--- src/rtl/cpf_pkg.sv ---
// Package for the CRC-8 packet framer: job types, queue sizing, CRC function.
// Depends on nothing.
`timescale 1ns / 1ps

package cpf_pkg;

  localparam logic [7:0] CRC_POLY   = 8'h07;
  localparam logic [7:0] SYNC_RESET = 8'hA5;

  localparam logic OP_START = 1'b0;
  localparam logic OP_DATA  = 1'b1;

  localparam int QUEUE_DEPTH = 4;
  localparam int QUEUE_AW    = $clog2(QUEUE_DEPTH);

  typedef logic [1:0] step_t;

  localparam step_t STEP_SYNC   = 2'd0;
  localparam step_t STEP_TYPE   = 2'd1;
  localparam step_t STEP_LEN    = 2'd2;
  localparam step_t STEP_HCHECK = 2'd3;
  localparam step_t STEP_DATA   = 2'd0;
  localparam step_t STEP_DCHECK = 2'd1;

  typedef enum logic [1:0] {
    JOB_HEADER,
    JOB_HEADER_END,
    JOB_DATA,
    JOB_DATA_END
  } job_kind_t;

  typedef struct packed {
    job_kind_t   kind;
    logic [7:0]  sync;
    logic [7:0]  b0;
    logic [7:0]  b1;
    logic [7:0]  check;
    logic [31:0] count;
  } job_t;

  typedef struct packed {
    logic push;
    logic pop;
  } queue_ctl_t;

  typedef struct packed {
    logic full;
    logic empty;
  } queue_sts_t;

  function automatic logic [7:0] crc8_byte(input logic [7:0] crc, input logic [7:0] b);
    logic [7:0] c;
    c = crc ^ b;
    for (int k = 0; k < 8; k++) begin
      if (c[7]) begin
        c = {c[6:0], 1'b0} ^ CRC_POLY;
      end else begin
        c = {c[6:0], 1'b0};
      end
    end
    return c;
  endfunction

endpackage

--- src/rtl/cpf_channels.sv ---
// Handshake channel interfaces of the CRC-8 packet framer.
// Depends on nothing.
`timescale 1ns / 1ps

interface cpf_cmd_if ();
  logic       valid;
  logic       ready;
  logic       operation;
  logic [7:0] packet_type;
  logic [7:0] packet_length;
  logic [7:0] data_byte;
  modport source (output valid, operation, packet_type, packet_length, data_byte,
                  input ready);
  modport sink (input valid, operation, packet_type, packet_length, data_byte,
                output ready);
endinterface

interface cpf_tx_if ();
  logic        valid;
  logic        ready;
  logic [7:0]  out_byte;
  logic        last_of_run;
  logic        frame_end;
  logic [31:0] packets_sent;
  modport source (output valid, out_byte, last_of_run, frame_end, packets_sent,
                  input ready);
  modport sink (input valid, out_byte, last_of_run, frame_end, packets_sent,
                output ready);
endinterface

interface cpf_cfg_if ();
  logic       valid;
  logic       ready;
  logic [7:0] data;
  modport source (output valid, data, input ready);
  modport sink (input valid, data, output ready);
endinterface

--- src/rtl/cpf_queue.sv ---
// Small flip-flop job queue between the framer front and back ends.
// Depends on cpf_pkg.
`timescale 1ns / 1ps

module cpf_queue
  import cpf_pkg::*;
(
  input  logic       clk,
  input  logic       rst,
  input  queue_ctl_t ctl,
  input  job_t       push_job,
  output queue_sts_t sts,
  output job_t       head
);

  job_t                slots [QUEUE_DEPTH];
  logic [QUEUE_AW-1:0] wr_ptr;
  logic [QUEUE_AW-1:0] rd_ptr;
  logic [QUEUE_AW:0]   fill;

  assign sts.full  = (fill == (QUEUE_AW+1)'(QUEUE_DEPTH));
  assign sts.empty = (fill == '0);
  assign head      = slots[rd_ptr];

  always_ff @(posedge clk) begin
    if (ctl.push) begin
      slots[wr_ptr] <= push_job;
    end
  end

  always_ff @(posedge clk) begin
    if (rst) begin
      wr_ptr <= '0;
      rd_ptr <= '0;
      fill   <= '0;
    end else begin
      if (ctl.push) begin
        wr_ptr <= wr_ptr + 1'b1;
      end
      if (ctl.pop) begin
        rd_ptr <= rd_ptr + 1'b1;
      end
      case ({ctl.push, ctl.pop})
        2'b10:   fill <= fill + 1'b1;
        2'b01:   fill <= fill - 1'b1;
        default: fill <= fill;
      endcase
    end
  end

endmodule

--- src/rtl/cpf_front.sv ---
// Front end: takes command items and sync writes, tracks packet state and CRCs,
// and queues one output job per item that produces bytes. Depends on cpf_pkg.
`timescale 1ns / 1ps

module cpf_front
  import cpf_pkg::*;
(
  input  logic       clk,
  input  logic       rst,
  cpf_cmd_if.sink    cmd,
  cpf_cfg_if.sink    cfg,
  input  queue_sts_t sts,
  output logic       push,
  output job_t       push_job
);

  logic        sync_value;
  logic [7:0]  sync_reg;
  logic        packet_open;
  logic        packet_open_next;
  logic [7:0]  bytes_left;
  logic [7:0]  bytes_left_next;
  logic [7:0]  header_check;
  logic [7:0]  header_check_next;
  logic [7:0]  payload_check;
  logic [7:0]  payload_check_next;
  logic [31:0] sent_counter;
  logic [31:0] sent_counter_next;
  logic [7:0]  hdr_crc;
  logic [7:0]  pay_crc;
  logic [7:0]  left_dec;
  logic        accept;

  assign cmd.ready  = !sts.full;
  assign cfg.ready  = 1'b1;
  assign accept     = cmd.valid && !sts.full;
  assign sync_value = cfg.valid;

  assign hdr_crc  = crc8_byte(crc8_byte(8'h00, cmd.packet_type), cmd.packet_length);
  assign pay_crc  = crc8_byte(payload_check, cmd.data_byte);
  assign left_dec = bytes_left - 8'd1;

  always_comb begin
    packet_open_next   = packet_open;
    bytes_left_next    = bytes_left;
    header_check_next  = header_check;
    payload_check_next = payload_check;
    sent_counter_next  = sent_counter;
    push               = 1'b0;
    push_job.kind      = JOB_HEADER;
    push_job.sync      = sync_reg;
    push_job.b0        = cmd.packet_type;
    push_job.b1        = cmd.packet_length;
    push_job.check     = hdr_crc;
    push_job.count     = sent_counter;
    if (accept) begin
      unique case (cmd.operation)
        OP_START: begin
          if (!packet_open) begin
            push               = 1'b1;
            header_check_next  = hdr_crc;
            payload_check_next = 8'h00;
            if (cmd.packet_length == 8'd0) begin
              push_job.kind     = JOB_HEADER_END;
              sent_counter_next = sent_counter + 32'd1;
            end else begin
              push_job.kind    = JOB_HEADER;
              packet_open_next = 1'b1;
              bytes_left_next  = cmd.packet_length;
            end
          end
        end
        OP_DATA: begin
          if (packet_open) begin
            push               = 1'b1;
            payload_check_next = pay_crc;
            bytes_left_next    = left_dec;
            push_job.b0        = cmd.data_byte;
            push_job.check     = header_check ^ pay_crc;
            if (left_dec != 8'd0) begin
              push_job.kind = JOB_DATA;
            end else begin
              push_job.kind     = JOB_DATA_END;
              sent_counter_next = sent_counter + 32'd1;
              packet_open_next  = 1'b0;
            end
          end
        end
      endcase
    end
  end

  always_ff @(posedge clk) begin
    if (rst) begin
      sync_reg      <= SYNC_RESET;
      packet_open   <= 1'b0;
      bytes_left    <= 8'd0;
      header_check  <= 8'd0;
      payload_check <= 8'd0;
      sent_counter  <= 32'd0;
    end else begin
      if (sync_value) begin
        sync_reg <= cfg.data;
      end
      packet_open   <= packet_open_next;
      bytes_left    <= bytes_left_next;
      header_check  <= header_check_next;
      payload_check <= payload_check_next;
      sent_counter  <= sent_counter_next;
    end
  end

endmodule

--- src/rtl/cpf_back.sv ---
// Back end: walks each queued job byte by byte into a registered output stage.
// Depends on cpf_pkg.
`timescale 1ns / 1ps

module cpf_back
  import cpf_pkg::*;
(
  input  logic       clk,
  input  logic       rst,
  input  queue_sts_t sts,
  input  job_t       head,
  output logic       pop,
  cpf_tx_if.source   tx
);

  step_t       step;
  step_t       step_next;
  logic        tx_valid;
  logic        tx_valid_next;
  logic [7:0]  tx_byte;
  logic [7:0]  byte_next;
  logic        tx_last;
  logic        last_next;
  logic        tx_end;
  logic        end_next;
  logic [31:0] tx_packets;
  logic [31:0] count_next;
  logic        load;

  assign load = !tx_valid || tx.ready;

  always_comb begin
    byte_next  = head.b0;
    last_next  = 1'b0;
    end_next   = 1'b0;
    count_next = head.count;
    unique case (head.kind)
      JOB_HEADER, JOB_HEADER_END: begin
        unique case (step)
          STEP_SYNC: byte_next = head.sync;
          STEP_TYPE: byte_next = head.b0;
          STEP_LEN: begin
            byte_next = head.b1;
            last_next = (head.kind == JOB_HEADER);
          end
          STEP_HCHECK: begin
            byte_next  = head.check;
            last_next  = 1'b1;
            end_next   = 1'b1;
            count_next = head.count + 32'd1;
          end
        endcase
      end
      JOB_DATA: begin
        byte_next = head.b0;
        last_next = 1'b1;
      end
      JOB_DATA_END: begin
        if (step == STEP_DCHECK) begin
          byte_next  = head.check;
          last_next  = 1'b1;
          end_next   = 1'b1;
          count_next = head.count + 32'd1;
        end else begin
          byte_next = head.b0;
        end
      end
    endcase
  end

  always_comb begin
    pop           = 1'b0;
    step_next     = step;
    tx_valid_next = tx_valid;
    if (load) begin
      tx_valid_next = !sts.empty;
      if (!sts.empty) begin
        if (last_next) begin
          pop       = 1'b1;
          step_next = STEP_SYNC;
        end else begin
          step_next = step + 2'd1;
        end
      end
    end
  end

  always_ff @(posedge clk) begin
    if (rst) begin
      step     <= STEP_SYNC;
      tx_valid <= 1'b0;
    end else begin
      step     <= step_next;
      tx_valid <= tx_valid_next;
    end
  end

  always_ff @(posedge clk) begin
    if (load && !sts.empty) begin
      tx_byte    <= byte_next;
      tx_last    <= last_next;
      tx_end     <= end_next;
      tx_packets <= count_next;
    end
  end

  assign tx.valid        = tx_valid;
  assign tx.out_byte     = tx_byte;
  assign tx.last_of_run  = tx_last;
  assign tx.frame_end    = tx_end;
  assign tx.packets_sent = tx_packets;

endmodule

--- src/rtl/crc8_packet_framer_core.sv ---
// An item that makes bytes is queued; at the queue head its bytes go to the tx output register.
// Throughput: one command item per cycle while the four-job queue has room; the output stage
// sends one byte per cycle unless tx.ready stalls it, so a start sends three or four bytes.
// Reset (rst, synchronous, active high) closes any packet, zeroes CRCs and the packet
// counter, empties the queue and sets the sync byte to 0xA5.
`timescale 1ns / 1ps

module crc8_packet_framer_core
  import cpf_pkg::*;
(
  input logic       clk,
  input logic       rst,
  cpf_cmd_if.sink   cmd,
  cpf_cfg_if.sink   cfg,
  cpf_tx_if.source  tx
);

  queue_ctl_t ctl;
  queue_sts_t sts;
  job_t       push_job;
  job_t       head;

  cpf_front u_front (
    .clk      (clk),
    .rst      (rst),
    .cmd      (cmd),
    .cfg      (cfg),
    .sts      (sts),
    .push     (ctl.push),
    .push_job (push_job)
  );

  cpf_queue u_queue (
    .clk      (clk),
    .rst      (rst),
    .ctl      (ctl),
    .push_job (push_job),
    .sts      (sts),
    .head     (head)
  );

  cpf_back u_back (
    .clk  (clk),
    .rst  (rst),
    .sts  (sts),
    .head (head),
    .pop  (ctl.pop),
    .tx   (tx)
  );

endmodule

--- src/flat_wrapper.sv ---
// flat-port wrapper written by rule: the top's interface ports become plain ports
module crc8_packet_framer_core_flat import cpf_pkg::*;
  (clk, rst, cmd_valid, cmd_operation, cmd_packet_type, cmd_packet_length, cmd_data_byte, cmd_ready, cfg_valid, cfg_data, cfg_ready, tx_valid, tx_out_byte, tx_last_of_run, tx_frame_end, tx_packets_sent, tx_ready);
  cpf_cmd_if cmd_i ();
  cpf_cfg_if cfg_i ();
  cpf_tx_if tx_i ();
  input logic clk;
  input logic rst;
  input wire logic [$bits(cmd_i.valid)-1:0] cmd_valid;
  input wire logic [$bits(cmd_i.operation)-1:0] cmd_operation;
  input wire logic [$bits(cmd_i.packet_type)-1:0] cmd_packet_type;
  input wire logic [$bits(cmd_i.packet_length)-1:0] cmd_packet_length;
  input wire logic [$bits(cmd_i.data_byte)-1:0] cmd_data_byte;
  output wire logic [$bits(cmd_i.ready)-1:0] cmd_ready;
  input wire logic [$bits(cfg_i.valid)-1:0] cfg_valid;
  input wire logic [$bits(cfg_i.data)-1:0] cfg_data;
  output wire logic [$bits(cfg_i.ready)-1:0] cfg_ready;
  output wire logic [$bits(tx_i.valid)-1:0] tx_valid;
  output wire logic [$bits(tx_i.out_byte)-1:0] tx_out_byte;
  output wire logic [$bits(tx_i.last_of_run)-1:0] tx_last_of_run;
  output wire logic [$bits(tx_i.frame_end)-1:0] tx_frame_end;
  output wire logic [$bits(tx_i.packets_sent)-1:0] tx_packets_sent;
  input wire logic [$bits(tx_i.ready)-1:0] tx_ready;
  assign cmd_i.valid = cmd_valid;
  assign cmd_i.operation = cmd_operation;
  assign cmd_i.packet_type = cmd_packet_type;
  assign cmd_i.packet_length = cmd_packet_length;
  assign cmd_i.data_byte = cmd_data_byte;
  assign cmd_ready = cmd_i.ready;
  assign cfg_i.valid = cfg_valid;
  assign cfg_i.data = cfg_data;
  assign cfg_ready = cfg_i.ready;
  assign tx_valid = tx_i.valid;
  assign tx_out_byte = tx_i.out_byte;
  assign tx_last_of_run = tx_i.last_of_run;
  assign tx_frame_end = tx_i.frame_end;
  assign tx_packets_sent = tx_i.packets_sent;
  assign tx_i.ready = tx_ready;
  crc8_packet_framer_core u_core (.clk(clk), .rst(rst), .cmd(cmd_i), .cfg(cfg_i), .tx(tx_i));
endmodule
--- config.mk ---
export PLATFORM = sky130hd
export DESIGN_NAME = crc8_packet_framer_core_flat
export DESIGN_NICKNAME = d
export VERILOG_FILES = /design/src/rtl/cpf_pkg.sv /design/src/rtl/cpf_channels.sv /design/src/rtl/cpf_queue.sv /design/src/rtl/cpf_front.sv /design/src/rtl/cpf_back.sv /design/src/rtl/crc8_packet_framer_core.sv /design/src/flat_wrapper.sv
export SDC_FILE = /design/constraint.sdc
export NUM_CORES = 1
export LEC_CHECK = 0
export BUFFER_PORTS_ARGS = -buffer_cell sky130_fd_sc_hd__buf_4
export CELL_PAD_IN_SITES_DETAIL_PLACEMENT = 1
export CELL_PAD_IN_SITES_GLOBAL_PLACEMENT = 2
export CORE_MARGIN = 4
export CORE_UTILIZATION = 48
export DETAILED_ROUTE_END_ITERATION = 12
export GPL_TIMING_DRIVEN = 1
export MAX_ROUTING_LAYER = met4
export PLACE_DENSITY = 0.86
export SLEW_MARGIN = 25
export SYNTH_ARGS = -nofsm -noshare
export SYNTH_HDL_FRONTEND = slang
export SYNTH_SLANG_ARGS = --single-unit
--- constraint.sdc ---
create_clock -name clk -period 9 [get_ports clk]
set_clock_uncertainty 0.1 [all_clocks]
set_input_delay 1.35 -clock clk [delete_from_list [all_inputs] [get_ports clk]]
set_output_delay 1.35 -clock clk [all_outputs]
set_load 0.02 [all_outputs]
==> results.cfg <==
[status]
status = finished, final reports clean

[cts]
cts_max_level = 2
post-cts-setup-buffers = 0
cts_root_buf = clkbuf_16
ctsHoldBuffers = 0
ctsResizeCount = 0
cts_tree = built
clock_sinks = 383
clk_latency_ns = 0.53
cts_max_path_buffers = 3
numCtsBuffers = 41
clk_pin_slew_ns = 0.06

[critical_path]
rrSetupSlack_ns = 4.53
cp_slowest_cell = dfxtp_2
worstPathArrival_ns = 4.83
crit_path_end = u_core.u_queue.fill[2]$_SDFFE_PP0P_
ff2ff_path_depth = 11
cp.required_ns = 9.36
end_kind = flop
startpoint_type = flop
r2r-end = u_core.u_queue.fill[2]$_SDFFE_PP0P_
path_max_fanout = 44
critPathKind = reg2reg
path_cells = buf_4 > mux4_2 > a222oi_1 > o22a_1 > and2_1 > ha_1 > inv_1 > fa_1 > xor2_1 > or3_1 > a21oi_1
slowest_delay_ns = 0.80

[drt]
wirelength_um = 39170
vias = 10040
via_per_inst = 5.908
dr.pass1.iters = 5
first_iter_violations = 673
route.detailed.drc = 0
wire_per_inst_um = 23.05
antenna_left = 0

[synthesis]
ys_ff_latch = 383
syn_inst = 1140
yosysWarnings = 0
yosys-top-cells-area = edfxtp_1 (54%), dfxtp_1 (9.1%), mux4_2 (7.0%), xnor2_1 (2.7%), mux4_1 (1.9%)
synth.avg_cell_area_um2 = 14.88
synth_area_um2 = 16960
synth_commonest_cells = edfxtp_1 (306), dfxtp_1 (77), nor2_1 (65)
yosysSeqAreaShare = 0.6326
async_reset_ff_frac = 0
synth_cell_types = 70
ys.flop_type = edfxtp_1
synth.top_cell.area_share = 0.5418
synth_edf_count = 306
yosysMostFrequentCell = edfxtp_1
syn-num-nets = 1196
synth_largest_area_cell = edfxtp_1

[grt]
grt_pass1_wl_um = 61950
grt_start_max_net_pins = 83
antenna_found_initial = 0
grt_use_total = 0.2122
grt_pass1_vias = 10640
grt_overflow = 0

[final_layout]
fin_util = 0.5550
final_cells = 1699
syn_to_final_growth_pct = 13.59
largest_reg_flops = 264
final_nets = 1271
regMostFlops = u_core.u_queue.slots
fin_area_um2 = 19270
drive_above_1_share = 0.1969
antennaDiodeCount = 0

[floorplan]
row_count = 68
die-area_um2 = 38410
ioPinCount = 83
start_util = 0.4886
die_w_um = 196.0
coreArea_um2 = 34710
fp.dieH_um = 196.0

[sta]
grt_setup_unrepaired = false
slew-limit-headroom = 0.3231
setup_violations = 0
worstMarginPinSlew_ns = 1.015
finalMaxSlewViolations = 0
hold_viol = 0
fmax_ghz = 0.2237
fin_crit_sh = 0.4967
layout_min_cycle_time_ns = 4.470
tns_ns = 0

[power]
power.density_nw_per_um2 = 267.2
p_leak_uw = 0.006474
vdd_drop_max_v = 0.0001753
total_power_uw = 5148

[placed_design]
io_buffers = 81
gp_congestion = 0.8068
place_inst = 1626
dp_hpwl_um = 25140
place_area_um2 = 17880

[hold_path]
worstHoldPathType = reg2reg

[flow_run]
cap_violations = 0
-- worst max-delay path: cells and delay by family (launching register included) --
kind / cells / cell delay (ns)
AO/OA/AOI/OAI: 3 / 0.83
flip-flops: 1 / 0.80
buffers and inverters: 2 / 0.72
adder cells (fa/ha/maj): 2 / 0.64
multiplexers: 1 / 0.62
AND/OR/NAND/NOR: 2 / 0.52
XOR/XNOR: 1 / 0.16
-- power breakdown --
group	total [µW]	switching (µW)	leakage [µW]	internal [µW]
sequential	2270	106	0.00356	2160
combinational	1190	711	0.00225	475
clock	1690	653	0.000662	1040
total	5150	1470	0.00647	3680
-- cell families (layout without fill, tap and decap cells) --
family	after synthesis	after routing	synth area share
flops	383	383	0.6326
simple gates	306	306	0.1001
mux	102	102	0.1122
buf+inv	86	190	0.02611
other cells	1	1	0.0002211
fa+ha+maj	18	18	0.01372
compound gates	151	151	0.05961
xor+xnor	93	93	0.05540
-- layout by cell type, fill, tap and decap left out, types with 25 or more instances in the layout --
| master | n |
|---|---|
| edfxtp_1 | 306 |
| buf_4 | 90 |
| dfxtp_1 | 75 |
| nor2_1 | 65 |
| nand2_1 | 60 |
| a21oi_1 | 58 |
| mux4_2 | 53 |
| xnor2_1 | 53 |
| clkbuf_16 | 41 |
| xor2_1 | 31 |
| or4_1 | 29 |
| nand3_1 | 28 |
| inv_1 | 25 |
| o31ai_1 | 25 |
-- final cells by class --
| cell class | count | area (µm²) |
|---|---|---|
| clock inverter | 13 | 193.9 |
| fill | 3301 | 15450 |
| multi-input combinational | 671 | 5799 |
| sequential | 383 | 10740 |
| clock buffer | 59 | 1164 |
| inverter | 26 | 97.59 |
| timing repair buffer | 92 | 706.9 |
| tap | 455 | 569.3 |
-- worst min path at each step --
stage	slack, ns	start	depth (start not counted)	endpoint
floorplan	0.34	u_core.u_front.payload_check[4]$_SDFFE_PP0P_	2	u_core.u_front.payload_check[4]$_SDFFE_PP0P_
global placement	0.35	u_core.u_front.payload_check[1]$_SDFFE_PP0P_	2	u_core.u_front.payload_check[1]$_SDFFE_PP0P_
detailed placement	0.36	u_core.u_front.payload_check[4]$_SDFFE_PP0P_	2	u_core.u_front.payload_check[4]$_SDFFE_PP0P_
CTS	0.37	u_core.u_front.payload_check[4]$_SDFFE_PP0P_	2	u_core.u_front.payload_check[4]$_SDFFE_PP0P_
global route	0.41	u_core.u_front.payload_check[7]$_SDFFE_PP0P_	2	u_core.u_front.payload_check[7]$_SDFFE_PP0P_
finish	0.37	u_core.u_front.payload_check[4]$_SDFFE_PP0P_	2	u_core.u_front.payload_check[4]$_SDFFE_PP0P_
-- per-stage QoR --
stage | setup WS [ns] | hold slack (ns)
floorplan | 4.276 | 0.3436
global placement | 4.622 | 0.3520
detailed placement | 4.522 | 0.3585
CTS | 4.473 | 0.3668
global route | 4.229 | 0.4078
finish | 4.530 | 0.3679
-- routing by layer --
layer / vias up / wire (µm) / share of wire / global-route usage
met2: 229 / 19080 / 0.49 / 0.3368
met3: 61 / 1816 / 0.046 / 0.03452
met4: 0 / 894 / 0.023 / 0.05637
met5: - / 0 / 0 / -
met1: 5164 / 17380 / 0.44 / 0.2897
li1: 4584 / - / - / -
Power figures use the tool's default switching activity.
